<file path="config.mk">
export PLATFORM = sky130hd
export DESIGN_NAME = moisture_irrigation_scheduler_core
export DESIGN_NICKNAME = d
export VERILOG_FILES = /design/src/rtl/core/mis_pkg.sv /design/src/rtl/core/moisture_irrigation_scheduler_core.sv
export SDC_FILE = /design/constraint.sdc
export NUM_CORES = 1
export LEC_CHECK = 0
export ABC_AREA = 1
export BUFFER_PORTS_ARGS = -buffer_cell sky130_fd_sc_hd__buf_4
export CAP_MARGIN = 20
export CORE_MARGIN = 1
export CORE_UTILIZATION = 43
export DETAILED_ROUTE_END_ITERATION = 6
export PLACE_DENSITY_LB_ADDON = 0.08
export SYNTH_ARGS = -nofsm -noshare
export SYNTH_HDL_FRONTEND = slang
export SYNTH_SLANG_ARGS = --single-unit
</file>
<file path="constraint.sdc">
create_clock -name clk_i -period 8.1 [get_ports clk_i]
set_input_delay 1.62 -clock clk_i [delete_from_list [all_inputs] [get_ports clk_i]]
set_output_delay 1.62 -clock clk_i [all_outputs]
set_load 0.05 [all_outputs]
</file>
<file path="src/rtl/core/mis_pkg.sv">
`timescale 1ns / 1ps
package mis_pkg;

  // Item commands
  typedef enum logic [1:0] {
    CMD_TICK   = 2'd0,
    CMD_MANUAL = 2'd1,
    CMD_CLEAR  = 2'd2,
    CMD_UNUSED = 2'd3
  } mis_cmd_e;

  // Configuration register indexes
  typedef enum logic [1:0] {
    REG_THRESHOLD = 2'd0,
    REG_RUN_TENTHS = 2'd1,
    REG_WEEK_MIN  = 2'd2,
    REG_WEEK_MAX  = 2'd3
  } mis_reg_e;

  // Timing constants
  localparam int unsigned TicksPerSecond = 10;
  localparam int unsigned CheckPeriodS   = 14400;
  localparam int unsigned SensorDelayS   = 2;
  localparam int unsigned LockSeconds    = 14400;

  localparam int unsigned PhaseW  = $clog2(TicksPerSecond + 1);
  localparam int unsigned WaitW   = $clog2(SensorDelayS * TicksPerSecond + 1);
  localparam int unsigned CheckW  = $clog2(CheckPeriodS + 1);
  localparam int unsigned LockW   = $clog2(LockSeconds + 1);

  localparam logic [PhaseW-1:0] PHASE_LAST = PhaseW'(TicksPerSecond - 1);
  localparam logic [WaitW-1:0]  WAIT_LOAD  = WaitW'(SensorDelayS * TicksPerSecond);
  localparam logic [CheckW-1:0] CHECK_END  = CheckW'(CheckPeriodS);
  localparam logic [LockW-1:0]  LOCK_END   = LockW'(LockSeconds);

  // Field widths
  localparam int unsigned MoistW = 7;
  localparam int unsigned WeekW  = 6;
  localparam int unsigned CountW = 6;
  localparam int unsigned RunW   = 16;
  localparam int unsigned MakeW  = CountW + RunW;
  localparam int unsigned CfgW   = 16;

  localparam logic [MoistW-1:0] MOIST_CAP    = 7'd100;
  localparam logic [MoistW-1:0] MOIST_MANUAL = 7'd30;
  localparam logic [CountW-1:0] COUNT_MAX    = 6'd63;

endpackage

</file>
<file path="src/rtl/core/moisture_irrigation_scheduler_core.sv">
`timescale 1ns / 1ps
// The result is valid in the output register in the cycle after the input transfer.
// Throughput: one item per cycle while results are taken; the next item is taken in the cycle its
// predecessor's result transfers, set by the single result register.
// Reset (rst_ni low, asynchronous): all schedule state clears to zero, the
// registers return to threshold 50, run 315, minimum 1, maximum 5.
module moisture_irrigation_scheduler_core (
  input  logic                        clk_i,
  input  logic                        rst_ni,
  input  logic                        cfg_we_i,
  input  logic [1:0]                  cfg_index_i,
  input  logic [mis_pkg::CfgW-1:0]    cfg_wdata_i,
  input  logic                        in_valid_i,
  output logic                        in_ready_o,
  input  logic [1:0]                  command_i,
  input  logic [mis_pkg::MoistW-1:0]  moisture_i,
  input  logic [mis_pkg::WeekW-1:0]   week_number_i,
  input  logic                        week_start_i,
  output logic                        out_valid_o,
  input  logic                        out_ready_i,
  output logic                        pump_on_o,
  output logic                        sensor_supply_o,
  output logic                        watering_o,
  output logic [mis_pkg::CountW-1:0]  week_count_o,
  output logic                        started_run_o,
  output logic                        started_makeup_o
);
  import mis_pkg::*;

  // Configuration registers
  logic [MoistW-1:0] thr_q;
  logic [RunW-1:0]   run_len_q;
  logic [CountW-1:0] wmin_q, wmax_q;

  // Schedule state
  logic [WeekW-1:0]  week_q, week_d;
  logic [CountW-1:0] count_q, count_d;
  logic              run_q, run_d, pump_q, pump_d, sens_q, sens_d;
  logic              ever_q, ever_d, make_q, make_d;
  logic [WaitW-1:0]  wait_q, wait_d;
  logic [CheckW-1:0] check_q, check_d;
  logic [LockW-1:0]  water_q, water_d;
  logic [RunW-1:0]   rtim_q, rtim_d;
  logic [MakeW-1:0]  mtim_q, mtim_d;
  logic [PhaseW-1:0] phase_q, phase_d;

  // Result register
  logic              ovalid_q;
  logic              st_run_d, st_make_d;
  logic [MoistW-1:0] moist_sat;
  logic [CountW-1:0] deficit;
  logic [MakeW-1:0]  make_len;
  logic              in_xfer;

  assign in_ready_o = ~ovalid_q | out_ready_i;
  assign in_xfer    = in_valid_i & in_ready_o;
  assign moist_sat  = (moisture_i > MOIST_CAP) ? MOIST_CAP : moisture_i;

  // Compute next schedule state for one item
  always_comb begin
    week_d    = week_q;
    count_d   = count_q;
    run_d     = run_q;
    pump_d    = pump_q;
    sens_d    = sens_q;
    ever_d    = ever_q;
    make_d    = make_q;
    wait_d    = wait_q;
    check_d   = check_q;
    water_d   = water_q;
    rtim_d    = rtim_q;
    mtim_d    = mtim_q;
    phase_d   = phase_q;
    st_run_d  = 1'b0;
    st_make_d = 1'b0;
    deficit   = wmin_q - count_q;
    make_len  = '0;
    case (mis_cmd_e'(command_i))
      CMD_TICK: begin
        // Count down the runs
        if (run_q) begin
          if (rtim_q <= RunW'(1)) begin
            rtim_d = '0;
            run_d  = 1'b0;
            pump_d = 1'b0;
          end else begin
            rtim_d = rtim_q - RunW'(1);
          end
        end
        if (make_q) begin
          if (mtim_q <= MakeW'(1)) begin
            mtim_d = '0;
            make_d = 1'b0;
            pump_d = 1'b0;
          end else begin
            mtim_d = mtim_q - MakeW'(1);
          end
        end
        // Sensor delay, then read and decide
        if (sens_q) begin
          if (wait_q <= WaitW'(1)) begin
            wait_d = '0;
            sens_d = 1'b0;
            if ((moist_sat < thr_q) && (!ever_q || water_q >= LOCK_END) &&
                (count_q < wmax_q) && !run_d) begin
              st_run_d = 1'b1;
              run_d    = 1'b1;
              pump_d   = 1'b1;
              ever_d   = 1'b1;
              rtim_d   = run_len_q;
              water_d  = '0;
              if (count_q < COUNT_MAX) count_d = count_q + CountW'(1);
            end
          end else begin
            wait_d = wait_q - WaitW'(1);
          end
        end
        // Week rollover with makeup watering
        deficit = wmin_q - count_d;
        if (week_start_i && week_number_i != week_q) begin
          week_d = week_number_i;
          if (count_d < wmin_q) begin
            make_len  = MakeW'(deficit) * MakeW'(run_len_q);
            mtim_d    = make_len;
            make_d    = 1'b1;
            pump_d    = 1'b1;
            st_make_d = 1'b1;
          end
          count_d = '0;
        end
        // Advance seconds
        if (phase_q >= PHASE_LAST) begin
          phase_d = '0;
          if (water_d < LOCK_END) water_d = water_d + LockW'(1);
          if (check_q + CheckW'(1) >= CHECK_END) begin
            check_d = '0;
            sens_d  = 1'b1;
            wait_d  = WAIT_LOAD;
          end else begin
            check_d = check_q + CheckW'(1);
          end
        end else begin
          phase_d = phase_q + PhaseW'(1);
        end
      end
      CMD_MANUAL: begin
        if ((MOIST_MANUAL < thr_q) && (count_q < wmax_q) && !run_q) begin
          st_run_d = 1'b1;
          run_d    = 1'b1;
          pump_d   = 1'b1;
          ever_d   = 1'b1;
          rtim_d   = run_len_q;
          water_d  = '0;
          if (count_q < COUNT_MAX) count_d = count_q + CountW'(1);
        end
      end
      CMD_CLEAR: begin
        count_d = '0;
      end
      default: begin
      end
    endcase
  end

  // Hold configuration
  always_ff @(posedge clk_i or negedge rst_ni) begin
    if (!rst_ni) begin
      thr_q     <= 7'd50;
      run_len_q <= 16'd315;
      wmin_q    <= 6'd1;
      wmax_q    <= 6'd5;
    end else if (cfg_we_i) begin
      case (mis_reg_e'(cfg_index_i))
        REG_THRESHOLD:  thr_q     <= cfg_wdata_i[MoistW-1:0];
        REG_RUN_TENTHS: run_len_q <= cfg_wdata_i[RunW-1:0];
        REG_WEEK_MIN:   wmin_q    <= cfg_wdata_i[CountW-1:0];
        REG_WEEK_MAX:   wmax_q    <= cfg_wdata_i[CountW-1:0];
        default: begin
        end
      endcase
    end
  end

  // Update state on each input transfer
  always_ff @(posedge clk_i or negedge rst_ni) begin
    if (!rst_ni) begin
      week_q  <= '0;
      count_q <= '0;
      run_q   <= 1'b0;
      pump_q  <= 1'b0;
      sens_q  <= 1'b0;
      ever_q  <= 1'b0;
      make_q  <= 1'b0;
      wait_q  <= '0;
      check_q <= '0;
      water_q <= '0;
      rtim_q  <= '0;
      mtim_q  <= '0;
      phase_q <= '0;
    end else if (in_xfer) begin
      week_q  <= week_d;
      count_q <= count_d;
      run_q   <= run_d;
      pump_q  <= pump_d;
      sens_q  <= sens_d;
      ever_q  <= ever_d;
      make_q  <= make_d;
      wait_q  <= wait_d;
      check_q <= check_d;
      water_q <= water_d;
      rtim_q  <= rtim_d;
      mtim_q  <= mtim_d;
      phase_q <= phase_d;
    end
  end

  // Result valid flag
  always_ff @(posedge clk_i or negedge rst_ni) begin
    if (!rst_ni) begin
      ovalid_q <= 1'b0;
    end else if (in_xfer) begin
      ovalid_q <= 1'b1;
    end else if (out_ready_i) begin
      ovalid_q <= 1'b0;
    end
  end

  // Load result payload
  always_ff @(posedge clk_i) begin
    if (in_xfer) begin
      pump_on_o        <= pump_d;
      sensor_supply_o  <= sens_d;
      watering_o       <= run_d;
      week_count_o     <= count_d;
      started_run_o    <= st_run_d;
      started_makeup_o <= st_make_d;
    end
  end

  assign out_valid_o = ovalid_q;

  // A new item never overwrites a result still waiting
  a_no_overwrite: assert property (@(posedge clk_i) disable iff (!rst_ni)
    (ovalid_q && !out_ready_i) |-> !in_ready_o)
    else $error("input taken while result stalled");

  // A started normal run shows the pump on and the run active
  a_run_start: assert property (@(posedge clk_i) disable iff (!rst_ni)
    (ovalid_q && started_run_o) |-> (pump_on_o && watering_o))
    else $error("normal start without pump and run");

  // A makeup start drives the pump and clears the weekly count
  a_makeup_start: assert property (@(posedge clk_i) disable iff (!rst_ni)
    (ovalid_q && started_makeup_o) |-> (pump_on_o && week_count_o == '0))
    else $error("makeup start inconsistent");

endmodule

</file>
==> results of run 1 <==
layer usage:
metal  share of wire, %  up-vias  global-route usage (%)
met5                  0        -                       0
met4                1.3        0                    5.46
met3                5.5       23                    4.55
met2                 45      237                    35.9
met1                 49     4675                    32.5
li1                   -     5066                       -
Yosys cell counts (all sizes together):
master	instances	area (sq um)
nand2	329	1260
inv	255	957
nor2	181	717
o21ai	138	717
dfrtp	116	2900
a21oi	67	339
nand3	67	335
ha	59	738
fa	58	1160
xor2	45	394
clkbuf	28	105
o22ai	28	175
nor3	26	163
nand4	22	144
a31oi	13	81.3
buf	12	87.6
dfstp	12	315
edfxtp	11	330
o211ai	9	67.6
xnor2	8	70.1
a21o	6	45.0
nor4	6	37.5
or2	6	37.5
a22oi	5	37.5
mux2	4	45.0
o221ai	3	26.3
o31ai	3	22.5
o21bai	2	15.0
a211oi	1	7.51
a21boi	1	7.51
a2bb2oi	1	8.76
a31o	1	8.76
and2	1	6.26
clkinv	1	5.00
o2111ai	1	8.76
o21a	1	7.51
o2bb2ai	1	8.76
how the worst max path moves through the flow:
stage / to / slack [ps] / cells past startpoint
2_1_floorplan: mtim_q[15] / 140 / 40
3_3_place_gp: mtim_q[16] / -50 / 38
3_5_place_dp: mtim_q[14] / -180 / 38
4_1_cts: mtim_q[16] / 250 / 38
5_1_grt: mtim_q[16] / -20 / 38
6_report: mtim_q[12] / 380 / 38
state kept, by name (all words and copies together) (netlist names), 4 cells and up:
| register | flops |
|---|---|
| check_q | 14 |
| count_q | 6 |
| mtim_q | 22 |
| phase_q | 4 |
| rtim_q | 16 |
| run_len_q | 16 |
| thr_q | 7 |
| wait_q | 5 |
| water_q | 14 |
| week_count_o | 6 |
| week_q | 6 |
| wmax_q | 6 |
| wmin_q | 6 |
logic make-up (layout without fill, tap and decap cells):
logic type / Yosys count / count (layout) / share of synthesized area (%)
AND/OR/NAND/NOR: 638 / 638 / 23.7
AO/OA/AOI/OAI: 281 / 281 / 13.9
adder cells (fa/ha/maj): 117 / 117 / 16.7
XOR/XNOR: 53 / 53 / 4.07
multiplexers: 4 / 4 / 0.395
flip-flops: 139 / 139 / 31.1
buffers and inverters: 296 / 384 / 10.1
final cells by class:
class,instances,area (sq um)
Sequential cell,139,3550
Multi-Input combinational cell,1093,6740
Clock buffer,18,450
Clock inverter,14,145
Fill cell,2579,13000
Inverter,256,962
Tap cell,335,419
Timing Repair Buffer,96,769
metrics by stage:
stage | setup slack (ps) | area (sq um)
floorplan | 140 | 11400
global placement | -49.8 | 12400
detailed placement | -184 | 12400
CTS | 255 | 13000
global route | -17.9 | 13000
finish | 381 | 13000
critical path: cells and delay by family:
kind                     cells  cell delay [ps]
buffers and inverters        6              670
XOR/XNOR                     1              170
adder cells (fa/ha/maj)      7             2820
AND/OR/NAND/NOR             15             1620
AO/OA/AOI/OAI                9             1090
timing repair:
action / 4_1_cts / 5_1_grt
resized for setup: 0 / 13
setup endpoints to repair: 0 / 11
buffers inserted: 0 / 1
==> key figures, run 1 <==
Outcome
  • Status: finished clean

Worst setup path
  • CP max FO: 10
  • Worst path most repeated cell: nand2_1
  • R2r setup slk: approximately 1500 ps
  • Crit Reg-Reg Endpoint: mtim_q[12]
  • Endpoint type of the worst setup path: flip-flop
  • Worst Setup Start Kind: input pin
  • Crit Path Class: input pin to flip-flop
  • CP required: 8390 ps
  • Worst r2r src: thr_q[5]
  • Critical path arrival: 8010 ps
  • Worst R2R Path Depth: 33
  • Critical Path Source: moisture_i[3]
  • Slowest stage delay, CP: 550 ps
  • Slowest CP cell: fa_1

Timing
  • Fmax: between 0.1 and 0.15 GHz
  • Final max-slew violation count: 0
  • Hold_ws: 447 ps
  • Crit share post-route: between 90% and 100%
  • Endpoints failing hold: 0
  • Max-slew headroom: approximately two fifths
  • Worst-Margin Slew: 916 ps
  • Min Tclk post-route: around 7700 ps
  • Setup TNS: 0 ps
  • Final setup viols: 0
  • Final Skew: roughly 20 ps

GRT
  • Initial antenna violation count: 0
  • GRT Util Overall: between 20% and 30%
  • Pin count of the biggest net entering global routing: just under 70
  • Grt ovf: 0
  • First-pass GRT wire length: 48800 um
  • Vias in the first global route: about 9600

Floorplanning
  • Core area: 26100 sq um
  • Die H: between 150 and 200 um
  • I/O pin total: 52
  • Die X: around 160 um
  • FP Rows: between 50 and 60
  • Die area: ~27000 sq um
  • Initial Util: between 40% and 50%

Detailed routing
  • Vias per cell: 5.13
  • Initial DRC count: between 600 and 700
  • Final ANT Viol Nets: 0
  • Via count: ~10000
  • Final wirelength: a little under 30000 um
  • Drt pass-1 iters: 5
  • WL/cell: approximately 15 um
  • DRC: 0

Final layout
  • Share of cells above drive strength 1: about 13%
  • Area growth syn-to-layout: 14.3%
  • Commonest non-fill, non-tap cell in the layout: nand2_1
  • Commonest cells after routing, fill and taps aside: nand2_1 (320), inv_1 (243), nor2_1 (164)
  • Ant diodes: 0
  • Layout Utilization: roughly 50%
  • Finished Layout Cells: 1951
  • Final net count: between 1500 and 2000

Placed design
  • Post-DP HPWL: roughly 23000 um
  • # placed instances: about 1900
  • Port bufs: 51
  • Gpl congestion: 0.873

Yosys
  • Netlist cell types: between 50 and 60
  • Synth warnings: 0
  • Syn Std Cell Area: approximately 11000 sq um
  • Syn avg cell area: between 7 and 8 sq um
  • Synth Register Bits: around 140
  • Sequential fraction of the synthesis area: a little over 30%
  • Synthesized Nets: between 1500 and 2000
  • Synth Instances: 1528

Clock tree
  • Root Driver: clkbuf_16
  • Number of clock buffers inserted by TritonCTS: 17
  • CTS tree: yes
  • Hold buffer count at cts: 0
  • Clk Latency, worst-skew pair: around 430 ps
  • Clock Sinks: 139
  • CTS Buffer Depth: 2
  • CTS clock-pin slew for the worst setup and hold paths: ~70 ps
  • H-tree depth: 4

Min path
  • Min-delay src: ever_q
  • Hold Crit Depth: 2
  • Min-Delay Endpoint: ever_q
  • HP Class: flip-flop to flip-flop

Flow run
  • # Max-Cap Violations: 0
Power of run 1 is not shown: default switching activity piles up to over one toggle a cycle in this logic, so the estimate is an artifact.
==> run 2: changes to the inputs <==
Settings changed: CTS_BUF_LIST from default to sky130_fd_sc_hd__clkbuf_4 sky130_fd_sc_hd__clkbuf_8.
==> run 2 against run 1 <==
Effect of this change:
- register-to-register slack better by 50 ps
- count of clock-buffer cells in the layout is 1 lower
- utilization down 0.85 points
- clock skew shrank 1.7 ps
- highest routed layer unchanged
- first-iteration DRC count is 6.8% higher
- sequential share of layout area is 0.47 points higher
- wire length decreased by 1.7%
- via count shrank 0.39%
- worst setup slack improved by 57 ps
- hold slack improved by 4.6 ps
- critical endpoint is now mtim_q[16]
==> key figures, run 2 (synthesized netlist as in run 1, its figures left out) <==
Outcome
  • Status: finished clean

Timing
  • Crit share post-route: between 90% and 100%
  • Final setup viols: 0
  • Worst-Margin Slew: 911 ps
  • Endpoints failing hold: 0
  • Setup TNS: 0 ps
  • RSZ-0062 raised after global routing: no
  • Final worst slack: 437 ps
  • Final Skew: roughly 18 ps
  • Fmax: ~0.13 GHz
  • Min Tclk post-route: 7660 ps
  • Max-slew headroom: between 30% and 40%
  • Hold_ws: roughly 450 ps
  • Final max-slew violation count: 0

GRT
  • Vias in the first global route: ~9400
  • Grt met1 use: between 30% and 40%
  • Initial antenna violation count: 0
  • Met3 Use GR: under 10%
  • Pin count of the biggest net entering global routing: slightly below 70
  • GRT Util Overall: a little under a quarter
  • Busiest grt layer: met2
  • Grt ovf: 0
  • Met2 GRT Util: a little over a third
  • First-pass GRT wire length: a little under 50000 um

Min path
  • Min-delay src: ever_q
  • Min-Delay Endpoint: ever_q
  • HP Class: flip-flop to flip-flop
  • Hold Crit Depth: 2

Detailed routing
  • Final ANT Viol Nets: 0
  • WL/cell: ~15 um
  • Final wirelength: about 30000 um
  • Initial DRC count: between 600 and 700
  • Drt pass-1 iters: 7
  • Vias per cell: around 5
  • DRC: 0
  • Via count: ~10000

Placed design
  • Pre-CTS WS: -184 ps
  • Gpl congestion: between 0.8 and 0.9
  • Port bufs: 51
  • Post-DP HPWL: 22500 um

Clock tree
  • Number of clock buffers inserted by TritonCTS: 17
  • # Post-CTS Setup Buffers: 0
  • Root Driver: clkbuf_8
  • CTS clock-pin slew for the worst setup and hold paths: 90 ps
  • CTS tree: yes
  • Hold buffer count at cts: 0
  • Clock Sinks: between 100 and 150
  • # resized after CTS: 0
  • CTS Buffer Depth: 2
  • H-tree depth: 4
  • Clk Latency, worst-skew pair: about 460 ps

Final layout
  • Area growth syn-to-layout: 12.4%
  • Top reg by flops: mtim_q
  • Share of cells above drive strength 1: between 10% and 20%
  • Ant diodes: 0
  • Regs by FF count: mtim_q: 22 flops, rtim_q: 16 flops, run_len_q: 16 flops
  • Max FFs per register: 22
  • Commonest cells after routing, fill and taps aside: nand2_1 (321), inv_1 (243), nor2_1 (166)
  • Final net count: 1758
  • Filler instances: 2600
  • Commonest non-fill, non-tap cell in the layout: nand2_1

Worst setup path
  • Slowest CP cell: fa_1
  • Worst R2R Path Depth: 30
  • Crit Reg-Reg Endpoint: mtim_q[16]
  • R2r setup slk: 1580 ps
  • Crit Path Class: input pin to flip-flop
  • Worst Setup Start Kind: input pin
  • Slowest stage delay, CP: 550 ps
  • CP delay by family, top: adder cells
  • CP required: 8420 ps
  • CP bufs+invs: 5
  • Worst r2r src: thr_q[5]
  • CP max FO: 10
  • Worst path most repeated cell: nand2_1
  • Endpoint type of the worst setup path: flip-flop
  • Critical path arrival: ~8000 ps

Floorplanning
  • FP Rows: between 50 and 60
  • Core area: ~26000 sq um
  • Initial Util: 43.7%
  • Die X: ~160 um
  • I/O pin total: 52
  • Die H: between 150 and 200 um
  • Die area: between 20000 and 30000 sq um

Flow run
  • # Max-Cap Violations: 0
-- run 2: final cells by class --
cell class	instances	area (sq um)	share of cell area, %
Inverter	256	962	7.51
Timing Repair Buffer	95	762	5.95
Clock inverter	15	175	1.37
Clock buffer	17	234	1.83
Sequential cell	139	3550	27.7
Tap cell	335	419	3.27
Multi-Input combinational cell	1093	6710	52.4
-- run 2: worst max-delay path by stage --
stage / startpoint / to / slack [ps] / cells after the start
2_1_floorplan: moisture_i[6] / mtim_q[15] / 140 / 40
3_3_place_gp: moisture_i[6] / mtim_q[16] / -50 / 38
3_5_place_dp: moisture_i[6] / mtim_q[14] / -180 / 38
4_1_cts: moisture_i[3] / mtim_q[16] / 310 / 38
5_1_grt: moisture_i[3] / mtim_q[21] / 6 / 39
6_report: moisture_i[4] / mtim_q[16] / 440 / 35
-- run 2: through the flow --
step | instance area [sq um] | utilization (%) | std cells
floorplan | 11400 | - | 1528
finish | 12800 | 49.2 | 1950
CTS | 12800 | 49.0 | 1949
global placement | 12400 | 47.5 | 1917
detailed placement | 12400 | 47.5 | 1917
global route | 12800 | 49.2 | 1950
-- run 2: worst reg2reg max path, delay by kind of cell, from the launching register on --
| family | cells | cell delay, ps |
|---|---|---|
| compound gates | 9 | 1430 |
| xor+xnor | 1 | 180 |
| fa+ha+maj | 7 | 2800 |
| buf+inv | 5 | 490 |
| flops | 1 | 560 |
| simple gates | 8 | 960 |
-- run 2: per-layer routing --
layer,part of all wire (%),wire (um),up-vias
met5,0,0,-
met2,44,12900,230
met1,49,14400,4657
li1,-,-,5059
met4,1.1,333,0
met3,5.3,1550,16
Power of run 2 is left out for the same reason.
==> run 3: changes to the inputs <==
Settings changed: CELL_PAD_IN_SITES_DETAIL_PLACEMENT from default to 0, CELL_PAD_IN_SITES_GLOBAL_PLACEMENT from default to 1, GPL_ROUTABILITY_DRIVEN from default to 0.
==> run 3 against run 2 <==
Effect of this change:
- first-iteration DRC count decreased by 22%
- flip-flop and latch count unchanged
- register-to-register slack about the same
- non-clock buffer count increased by 24
- wire length increased by 0.44%
- cell count increased by 1.2%
- worst setup slack improved by 61 ps
- sequential share of layout area decreased by 0.31 points
- utilization increased by 0.56 points
- hold slack improved by 4.3 ps
- critical path depth unchanged
- global-route usage increased by 0.33 points
- critical path type unchanged
- largest cell class unchanged
==> key figures, run 3 (synthesized netlist as in run 1, its figures left out) <==
Outcome
  • Status: finished clean

Worst setup path
  • CP endpoint: mtim_q[16]
  • CP max FO: 8
  • CP required: between 8000 and 9000 ps
  • Worst Setup Start Kind: input pin
  • Worst R2R Path Depth: 30
  • Worst r2r src: thr_q[5]
  • Critical Path Source: moisture_i[3]
  • Critical path arrival: about 7900 ps
  • Slowest CP cell: fa_1
  • Crit Reg-Reg Endpoint: mtim_q[16]
  • Worst path most repeated cell: nand2_1
  • Endpoint type of the worst setup path: flip-flop
  • Slowest stage delay, CP: 540 ps
  • R2r setup slk: between 1500 and 2000 ps
  • Crit Path Class: input pin to flip-flop

Final layout
  • Final net count: between 1500 and 2000
  • Share of cells above drive strength 1: about 14%
  • Commonest cells after routing, fill and taps aside: nand2_1 (321), inv_1 (243), nor2_1 (166)
  • Commonest non-fill, non-tap cell in the layout: nand2_1
  • Top reg by flops: mtim_q
  • Regs by FF count: mtim_q: 22 flops, rtim_q: 16 flops, run_len_q: 16 flops
  • Register area: 3550 sq um
  • Multi-input logic area: 6720 sq um
  • Area growth syn-to-layout: 13.7%
  • Filler instances: 2625
  • Ant diodes: 0
  • Max FFs per register: 22

Floorplanning
  • Core area: approximately 26000 sq um
  • FP Rows: 59
  • Die X: ~160 um
  • I/O pin total: 52
  • Initial Util: between 40 and 50%
  • Die area: about 27000 sq um
  • Die H: around 160 um

GRT
  • GRT Util Overall: 23.1%
  • Initial antenna violation count: 0
  • Vias in the first global route: 9804
  • Grt ovf: 0
  • Pin count of the biggest net entering global routing: between 70 and 80
  • First-pass GRT wire length: 49000 um

Detailed routing
  • Via count: 10000
  • WL/cell: 14.8 um
  • Initial DRC count: 533
  • Drt pass-1 iters: 5
  • Vias per cell: between 5 and 6
  • Final wirelength: about 30000 um
  • DRC: 0
  • Final ANT Viol Nets: 0

Timing
  • RSZ-0062 raised after global routing: no
  • Max-slew headroom: a little under half
  • Endpoints failing hold: 0
  • Min Tclk post-route: ~7600 ps
  • Fmax: around 0.13 GHz
  • Crit share post-route: 93.9%
  • Final Skew: 29.8 ps
  • Setup TNS: 0 ps
  • Final setup viols: 0
  • Final max-slew violation count: 0
  • Worst-Margin Slew: 810 ps

Clock tree
  • Root Driver: clkbuf_8
  • # Post-CTS Setup Buffers: 0
  • Clk Latency, worst-skew pair: about 470 ps
  • Number of clock buffers inserted by TritonCTS: 17
  • Clock Sinks: 139
  • H-tree depth: 4
  • CTS Buffer Depth: 2
  • CTS tree: yes
  • CTS clock-pin slew for the worst setup and hold paths: approximately 100 ps
  • # resized after CTS: 0
  • Hold buffer count at cts: 0

Flow run
  • # Max-Cap Violations: 0

Placed design
  • Post-DP HPWL: between 20000 and 25000 um
  • Port bufs: 51

Min path
  • HP Class: flip-flop to flip-flop
run 3: through the flow:
stage               util (%)  hold WS [ps]  std cells  cell area [sq um]  worst slack (ps)
CTS                     49.6           461       1973              12900               377
global placement        48.1           432       1941              12500              21.3
finish                  49.7           456       1974              13000               498
floorplan                  -           422       1528              11400               140
detailed placement      48.1           439       1941              12500             -88.5
global route            49.7           495       1974              13000              13.2
run 3: metal layers:
layer	GRT usage, %	wire length (um)
met1	32.8	14900
met2	36.9	13200
met3	3.19	847
met4	5.42	356
met5	0	0
run 3: worst min-delay path by stage:
stage / startpoint / to / slack, ps / depth (start not counted)
6_report: ever_q / ever_q / 460 / 2
5_1_grt: ever_q / ever_q / 490 / 2
4_1_cts: ever_q / ever_q / 460 / 2
3_5_place_dp: ever_q / ever_q / 440 / 2
3_3_place_gp: ever_q / ever_q / 430 / 2
2_1_floorplan: ever_q / ever_q / 420 / 2
run 3: worst max-delay path, delay by kind of cell:
family / cells / cell delay, ps
AO/OA/AOI/OAI: 10 / 1550
XOR/XNOR: 1 / 170
adder cells (fa/ha/maj): 7 / 2710
buffers and inverters: 5 / 540
AND/OR/NAND/NOR: 12 / 1310
run 3: final cells by class:
type,instances,area share [%]
multi-input combinational,1093,51.9
sequential,139,27.4
inverter,256,7.43
timing repair buffer,119,7.18
tap,335,3.24
clock buffer,17,1.81
clock inverter,15,1.10
Power of run 3 is left out for the same reason.
